$ cat config.mk
export PLATFORM = sky130hd
export DESIGN_NAME = wsvs_ram
export DESIGN_NICKNAME = d
export VERILOG_FILES = /design/src/wsvs_ram.sv
export SDC_FILE = /design/constraint.sdc
export NUM_CORES = 2
export LEC_CHECK = 0
export ABC_AREA = 1
export BUFFER_PORTS_ARGS = -buffer_cell sky130_fd_sc_hd__buf_4
export CORE_ASPECT_RATIO = 1.75
export CORE_MARGIN = 2
export CORE_UTILIZATION = 30
export CTS_CLUSTER_DIAMETER = 60
export DETAILED_ROUTE_END_ITERATION = 16
export HOLD_SLACK_MARGIN = 0.05
export SLEW_MARGIN = 5
export SYNTH_ARGS = -nofsm -noshare
export SYNTH_HDL_FRONTEND = slang
export SYNTH_SLANG_ARGS = --single-unit
$ cat constraint.sdc
create_clock -name clk -period 7.7 [get_ports clk]
set_input_delay 1.54 -clock clk [delete_from_list [all_inputs] [get_ports clk]]
set_output_delay 1.54 -clock clk [all_outputs]
set_load 0.02 [all_outputs]
$ cat src/wsvs_ram.sv
`timescale 1ns / 1ps
module wsvs_ram #(
  parameter int DEPTH  = 64,
  parameter int WIDTH  = 32,
  parameter int ADDR_W = $clog2(DEPTH)
) (
  input  logic              clk,
  input  logic              we,
  input  logic [ADDR_W-1:0] waddr,
  input  logic [WIDTH-1:0]  wdata,
  input  logic              re,
  input  logic [ADDR_W-1:0] raddr,
  output logic [WIDTH-1:0]  rdata
);

  logic [WIDTH-1:0] mem [DEPTH];

  always_ff @(posedge clk) begin
    if (we) begin
      mem[waddr] <= wdata;
    end
  end

  always_ff @(posedge clk) begin
    if (re) begin
      rdata <= mem[raddr];
    end
  end

endmodule

==> impl_results.md <==
- Top cell family by delay on the critical path: buffers and inverters
- Crit Path Category: primary input to register
- Dpl cell area: 87400 sq um
- Nets: 6730
- H-tree lvl count: 4
- Period utilization: 0.530
- Hold Path End: rdata[20]$_DFFE_PP_
- Vias post-DR: 53400
- Via density: 5.13
- Vias in the first global route: 51900
- Pwr Density: 244 nW/um^2
- Min cycle time layout: 4.08 ns
- Max-slew violation total from the final report: 0
- Tot GR Track Use: 0.165
- GRT overflow: 0
- Area leader, netlist: edfxtp_1
- Most frequent cells in the layout: nand2_1, edfxtp_1, nand3_1
- Worst vdd ir: 0.162 mV
- Post-CTS sizing: 0
- Hold_sp: mem[24][20]$_DFFE_PP_
- Detailed Place HPWL: 130 mm
- Clock Path Buffers: 4
- Hold depth: 8
- TritonCTS clock tree: done
- Syn_nets: 6816
- Crit path buf inv count: 3
- Starting Density: 0.301
- Highest clock rate: 0.245 GHz
- Launch point of the worst reg-to-reg path: mem[39][8]$_DFFE_PP_
- Initial DRC Count: 4887
- Max stage delay on crit path: 0.85 ns
- Total CTS buffers: 172
- Number of synthesized register bits: 2080
- Final GP Congestion: 0.804
- Terminus of the critical flop-to-flop path: rdata[8]$_DFFE_PP_
- Routed WL: 240 mm
- Drt first pass iters: 6
- Yosys cell types: 15
- Rows: 255
- Synth Warn #: 0
- Crit-path max FO: 91
- Slowest-stage cell, CP: buf_4
- Die Area: 281000 sq um
- CP arrival: 4.78 ns
- Reg2Reg Setup Slack: 5.92 ns
- Post-CTS Setup Bufs: 0
- Hold-fix buffers, CTS: 0
- Synth top area share: 0.752
- Cell Area, Synth: 83100 sq um
- Final setup fails: 0
- Crit path launch type: primary input
- Antenna violations before repair: 14
- Commonest non-fill, non-tap cell in the layout: nand2_1
- DIE WIDTH: 402 um
- Post-Syn Instances: 6769
- Height of the die: 700 um
- Final core occ: 0.337
- Post-route ant nets: 0
- Avg WL per Cell: 23.1 um
- CTS Root Cell: clkbuf_16
- Worst-path clk slew: 0.07 ns
- RSZ-0062 raised after global routing: no
- R2r worst-path depth: 8
- Slew margin rel.: 0.274
- Ports: 79
- Worst-margin pin slew: 1.09 ns
- Seq/Total Area, Yosys: 0.752
- Setup crit end kind: register
- Clk_skew: 0.0408 ns
- Min-delay worst type: register to register
- Crit-path cells: buf_8, buf_4, buf_4, nand2_1, nand3_1, nand3_1, nand3_1, nand3_1, nand2_1, nand2_1, nand2_1
- Final Hold Fails: 0
- CTS sink count: 2080
- Area Growth Syn to Fin: 11.7%
- Worst-Skew Late Latency: 0.85 ns
- P_leak: 31.6 nW
- Largest net degree at the start of global routing: 224
- Max Cap Violations: 0
- Total Power: 22.6 mW
- Placed cells: 10100
- Post-synthesis average cell area: 12.3 sq um
- Non-filler instance count after layout: 10400
- Worst EP required: 8.40 ns
- Status: finished, final reports clean
- Core Area: 276000 sq um
- Port-buffer cells: 78
- First-pass GRT wire length: 349 mm
- Setup TNS Final: 0 ns
- Final instance area: 92800 sq um
- Share of cells above drive strength 1: 0.0727
- Residual DRC: 0
- Top post-synthesis cells by area: edfxtp_1, nand3_1, nand2_1
## worst register-to-register path: cells and delay by family (launching register included)
family | cells | cell delay, ns
flops | 1 | 0.36
simple gates | 8 | 1.12
## worst max-delay path by stage
stage,from,end,cells past startpoint
after global placement,raddr[0],rdata[22]$_DFFE_PP_,11
after global routing,raddr[0],rdata[20]$_DFFE_PP_,11
after detailed placement,raddr[0],rdata[20]$_DFFE_PP_,11
after floorplan,we,mem[48][0]$_DFFE_PP_,3
final,raddr[0],rdata[20]$_DFFE_PP_,11
after CTS,raddr[0],rdata[20]$_DFFE_PP_,11
## synthesized netlist by cell type (all sizes together)
| master | n |
|---|---|
| nand4 | 9 |
| nand3 | 1907 |
| buf | 372 |
| nor4 | 8 |
| edfxtp | 2080 |
| inv | 12 |
| nor2 | 56 |
| nand2 | 2248 |
| clkbuf | 77 |
## through the flow
step / worst slack, ns / hold slack, ns
floorplan: 2.03 / 0.797
global placement: 2.91 / 0.858
detailed placement: 2.88 / 0.857
CTS: 3.72 / 0.873
global route: 3.38 / 0.939
finish: 3.62 / 0.871
## area by class of cell
type                       count  area [sq um]
antenna                        8          20.0
clock buffer                 198          4470
clock inverter                99           875
fill                       26700        183000
inverter                      12          82.6
multi-input combinational   4228         18800
sequential                  2080         62500
tap                         3598          4500
timing repair buffer         189          1630
## flip-flops by register name (all words and copies together) (netlist names)
register  count
mem        2048
rdata        32
## kinds of logic after synthesis
logic type	synth area share
simple gates	0.220
flops	0.752
buf+inv	0.0277
## report_power, final
| part | switching, mW | total, mW | leakage [nW] | internal (mW) |
|---|---|---|---|---|
| sequential | 0.0540 | 12.6 | 18.7 | 12.5 |
| clock | 4.02 | 8.66 | 2.60 | 4.64 |
| combinational | 1.03 | 1.36 | 10.2 | 0.327 |
## layer usage
layer,global-route usage,routed length (um),vias to the layer above
met3,0.0208,15500,543
met2,0.304,125000,2104
li1,-,-,23900
met4,0.0739,11000,12
met5,0,76,-
met1,0.191,88700,26900
Note: power is estimated with default switching activity, not from simulation.
