File: src/wsvs_pkg.sv
`timescale 1ns / 1ps
package wsvs_pkg;

  localparam int WAVE_LENGTH = 512;
  localparam int STEPS       = 16;
  localparam int SUBTABLES   = 9;
  localparam int STEP_W      = 4;
  localparam int NOTE_W      = 6;
  localparam int TABLE_SEL_W = 3;

  localparam logic [31:0] FULL_SCALE  = 32'hFFFF_FFFF;
  localparam logic [31:0] BLEND_CLAMP = 32'hE000_0000;
  localparam logic [7:0]  FADE_FULL   = 8'hFF;

  typedef enum logic [1:0] {
    MODE_TICK  = 2'd0,
    MODE_WAVE  = 2'd1,
    MODE_PITCH = 2'd2,
    MODE_STEP  = 2'd3
  } mode_t;

  typedef enum logic [2:0] {
    CFG_BLEND_POSITION  = 3'd0,
    CFG_SHAPE_AMOUNT    = 3'd1,
    CFG_AMP_RISE_STEP   = 3'd2,
    CFG_AMP_FALL_STEP   = 3'd3,
    CFG_SHAPE_RISE_STEP = 3'd4,
    CFG_SHAPE_FALL_STEP = 3'd5,
    CFG_TEMPO_INCREMENT = 3'd6,
    CFG_TABLE_SELECT    = 3'd7
  } cfg_index_t;

  typedef struct packed {
    logic [NOTE_W-1:0] note;
    logic              on;
  } step_entry_t;

endpackage

File: src/wsvs_step_mem.sv
`timescale 1ns / 1ps
module wsvs_step_mem (
  input  logic                              clk,
  input  logic                              rst,
  input  logic                              we,
  input  logic [wsvs_pkg::STEP_W-1:0]       waddr,
  input  wsvs_pkg::step_entry_t             wdata,
  input  logic                              re,
  input  logic [wsvs_pkg::STEP_W-1:0]       raddr,
  output wsvs_pkg::step_entry_t             rdata
);

  wsvs_pkg::step_entry_t mem [wsvs_pkg::STEPS];
  logic [wsvs_pkg::STEPS-1:0] valid;

  always_ff @(posedge clk) begin
    if (we) begin
      mem[waddr] <= wdata;
    end
    if (re) begin
      rdata <= valid[raddr] ? mem[raddr] : '0;
    end
  end

  // entries never written read as zero
  always_ff @(posedge clk) begin
    if (rst) begin
      valid <= '0;
    end else if (we) begin
      valid[waddr] <= 1'b1;
    end
  end

endmodule

File: config.mk
export PLATFORM = sky130hd
export DESIGN_NAME = wsvs_step_mem
export DESIGN_NICKNAME = d
export VERILOG_FILES = /design/src/wsvs_pkg.sv /design/src/wsvs_step_mem.sv
export SDC_FILE = /design/constraint.sdc
export NUM_CORES = 1
export LEC_CHECK = 0
export ABC_AREA = 1
export BUFFER_PORTS_ARGS = -buffer_cell sky130_fd_sc_hd__clkbuf_2
export CAP_MARGIN = 20
export CORE_MARGIN = 2
export CORE_UTILIZATION = 65
export DETAILED_ROUTE_END_ITERATION = 10
export PLACE_DENSITY = 0.89
export SETUP_SLACK_MARGIN = 0.1
export SLEW_MARGIN = 10
export SYNTH_ARGS = -nofsm -noshare
export SYNTH_HDL_FRONTEND = slang
export SYNTH_SLANG_ARGS = --single-unit
File: constraint.sdc
create_clock -name clk -period 3.7 [get_ports clk]
set_input_delay 0.74 -clock clk [delete_from_list [all_inputs] [get_ports clk]]
set_output_delay 0.74 -clock clk [all_outputs]
set_load 0.01 [all_outputs]
==> flow_summary_export.csv <==
group,metric,value,unit
synth,synth_cell_type_count,14,
cts,clk_pin_slew,60,ps
synth,ys_warn_count,0,
place,gp_congestion,0.8807,
min_path,min_delay_worst_endpoint,"valid[7]",
min_path,hold_depth,2,
power_and_ir_drop,total_leakage_power,0.002887,uW
final_layout,final_cell_mix,"180 x nand2_1, 119 x edfxtp_1, 115 x inv_1",
global_route,track_usage,28.91,%
die,die_area,0.009720,mm^2
route,vias_per_cell,5.788,
setup_path,reg2reg_to,"rdata[0]",
global_route,grt_max_degree,66,
setup_path,cp_slowest_stage_delay,600,ps
setup_path,reg2reg_from,"valid[10]",
cts,ctsHoldBuffers,0,
route,ant_nets,0,
sta,finClkSkew,6.458,ps
job,cap_violations,0,
cts,clk_latency,530,ps
sta,worst_pin_slew,816.7,ps
route,met3WireLength,1614,um
route,drtPass1Iterations,6,
power_and_ir_drop,p_per_area,530.9,mW/mm^2
synth,netlist_instances,602,
sta,hold_violations,0,
sta,whs,473.3,ps
die,core,0.008678,mm^2
setup_path,crit_required,3850,ps
synth,syn_avg_cell_area,9.660,um^2
final_layout,seqCellArea,0.003894,mm^2
setup_path,r2r_cells,8,
setup_path,crit_path_end_kind,"flip-flop",
sta,tns,0,ps
final_layout,nets,643,
setup_path,crit_arrival,2080,ps
setup_path,crit_chain,"clkbuf_2 -> inv_1 -> nor3_1 -> inv_1 -> nor2_1",
die,row_count,34,
die,initial_core_util,67.01,%
route,highest_layer,"met4",
synth,mappedNetlistArea,0.005816,mm^2
global_route,grt_overflow,0,
outcome,status,"finished, final reports clean",
setup_path,worst-r2r-setup-slack,2320,ps
sta,finalCriticalPeriod,1930,ps
synth,ys_ff_latch,135,
route,wl_met1,4722,um
setup_path,critPathLaunchType,"input pin",
sta,slew_violations,0,
min_path,hp-start,"valid[7]",
final_layout,drive_gt1_share,8.477,%
route,num_vias,4312,
setup_path,path_delay_family,"simple AND/OR/NAND/NOR gates",
sta,fin_crit_sh,52.16,%
final_layout,num_antenna_cells,0,
sta,grt_setup_unrepaired,"false",
setup_path,crit_top_cell,"inv_1",
min_path,hp-class,"flip-flop to flip-flop",
cts,htree_levels,4,
setup_path,slowest_stage,"nor2_1",
cts,cts-root-buf,"clkbuf_8",
cts,numCtsBuffers,17,
synth,synthesis.nets,621,
place,io_buffer_count,25,
sta,slew_headroom,45.35,%
synth,seq_area_frac_synth,66.95,%
route,wl,13120,um
sta,setup_viol,0,
route,drtIter0Drc,691,
die,die_h,98.59,um
cts,cts_tree,"yes",
final_layout,area_delta_synth_final,11.79,%
global_route,grt_antenna_before_repair,0,
final_layout,multi_input_area,0.001350,mm^2
cts,post_cts_buffers,0,
route,met2_length,6139,um
setup_path,worst-setup-path-type,"input pin to flip-flop",
setup_path,path_buf_inv,3,
power_and_ir_drop,ir_worst_vdd,0.0004138,V
die,die_w,98.59,um
sta,timing.fmax,518.2,MHz
place,post-dp-hpwl,7379,um
die,ios,26,
cts,cts_sinks,135,
setup_path,worst-path-max-fanout,8,
final_layout,fillers,531,
global_route,grt_pass1_vias,4294,
cts,cts.repair.resized,0,
setup_path,startpoint,"we",
power_and_ir_drop,finalPower,3452,uW
global_route,grt_pass1_wl,21200,um
route,wl_per_cell,17.61,um
route,drc,0,
final_layout,final_common_cell,"nand2_1",
cts,clockBufferDepth,2,
state kept, by name, summed over array words and instances, names as in the netlist:
name,flops
mem,112
rdata,7
valid,16
metal layers:
layer	up-vias	GRT usage (%)
met2	344	44.43
li1	1948	-
met4	0	14.75
met5	-	0
met1	1960	38.04
met3	60	8.440
worst reg2reg max path, cell delays in order, from the launching register on:
cell     delay, ps
dfxtp_1        320
nor2_1         130
nor2_1          80
nand2_1        110
nand3_1         80
nand3_1        170
nand2_2        120
nand2_1         90
inv_1           40
metrics by stage:
| stage | area, um^2 | worst slack, ps | util (%) | std cells |
|---|---|---|---|---|
| after floorplan | 5816 | 1863 | - | 602 |
| after global placement | 5966 | 1403 | 68.74 | 713 |
| after detailed placement | 5966 | 1339 | 68.74 | 713 |
| after CTS | 6501 | 1843 | 74.91 | 745 |
| after global routing | 6501 | 1660 | 74.91 | 745 |
| final | 6501 | 1770 | 74.91 | 745 |
synthesized netlist by cell type, drive strengths merged:
master | number | area share (%)
nor3 | 2 | 0.17
nor2 | 42 | 2.7
dfxtp | 16 | 5.5
clkbuf | 5 | 0.32
edfxtp | 119 | 61
inv | 117 | 7.6
buf | 20 | 2.0
nand2 | 181 | 12
nand3 | 96 | 8.3
a21oi | 4 | 0.34
power by group:
part           total [uW]  internal (uW)  switching, uW  leakage, uW
sequential           1700           1690           9.52      0.00121
clock                1530            941            593     0.000250
combinational         214           56.3            158      0.00142
cell type report:
cell class                 instances  area share (%)
clock buffer                      20           6.543
multi-input combinational        325           20.77
tap                              108           2.079
timing repair buffer              28           2.271
inverter                         117           6.755
clock inverter                    12           1.694
sequential                       135           59.89
cell families after synthesis:
family	Yosys count	synth area share, %
simple gates	321	22.87
buf+inv	142	9.832
flops	135	66.95
compound gates	4	0.3442
worst max-delay path by stage:
stage / end / cells after the start
2_1_floorplan: mem[10][0] / 4
3_3_place_gp: rdata[5] / 9
3_5_place_dp: rdata[0] / 10
4_1_cts: mem[9][0] / 5
5_1_grt: rdata[6] / 9
6_report: mem[9][0] / 5
Note: power is estimated with default switching activity, not from simulation.
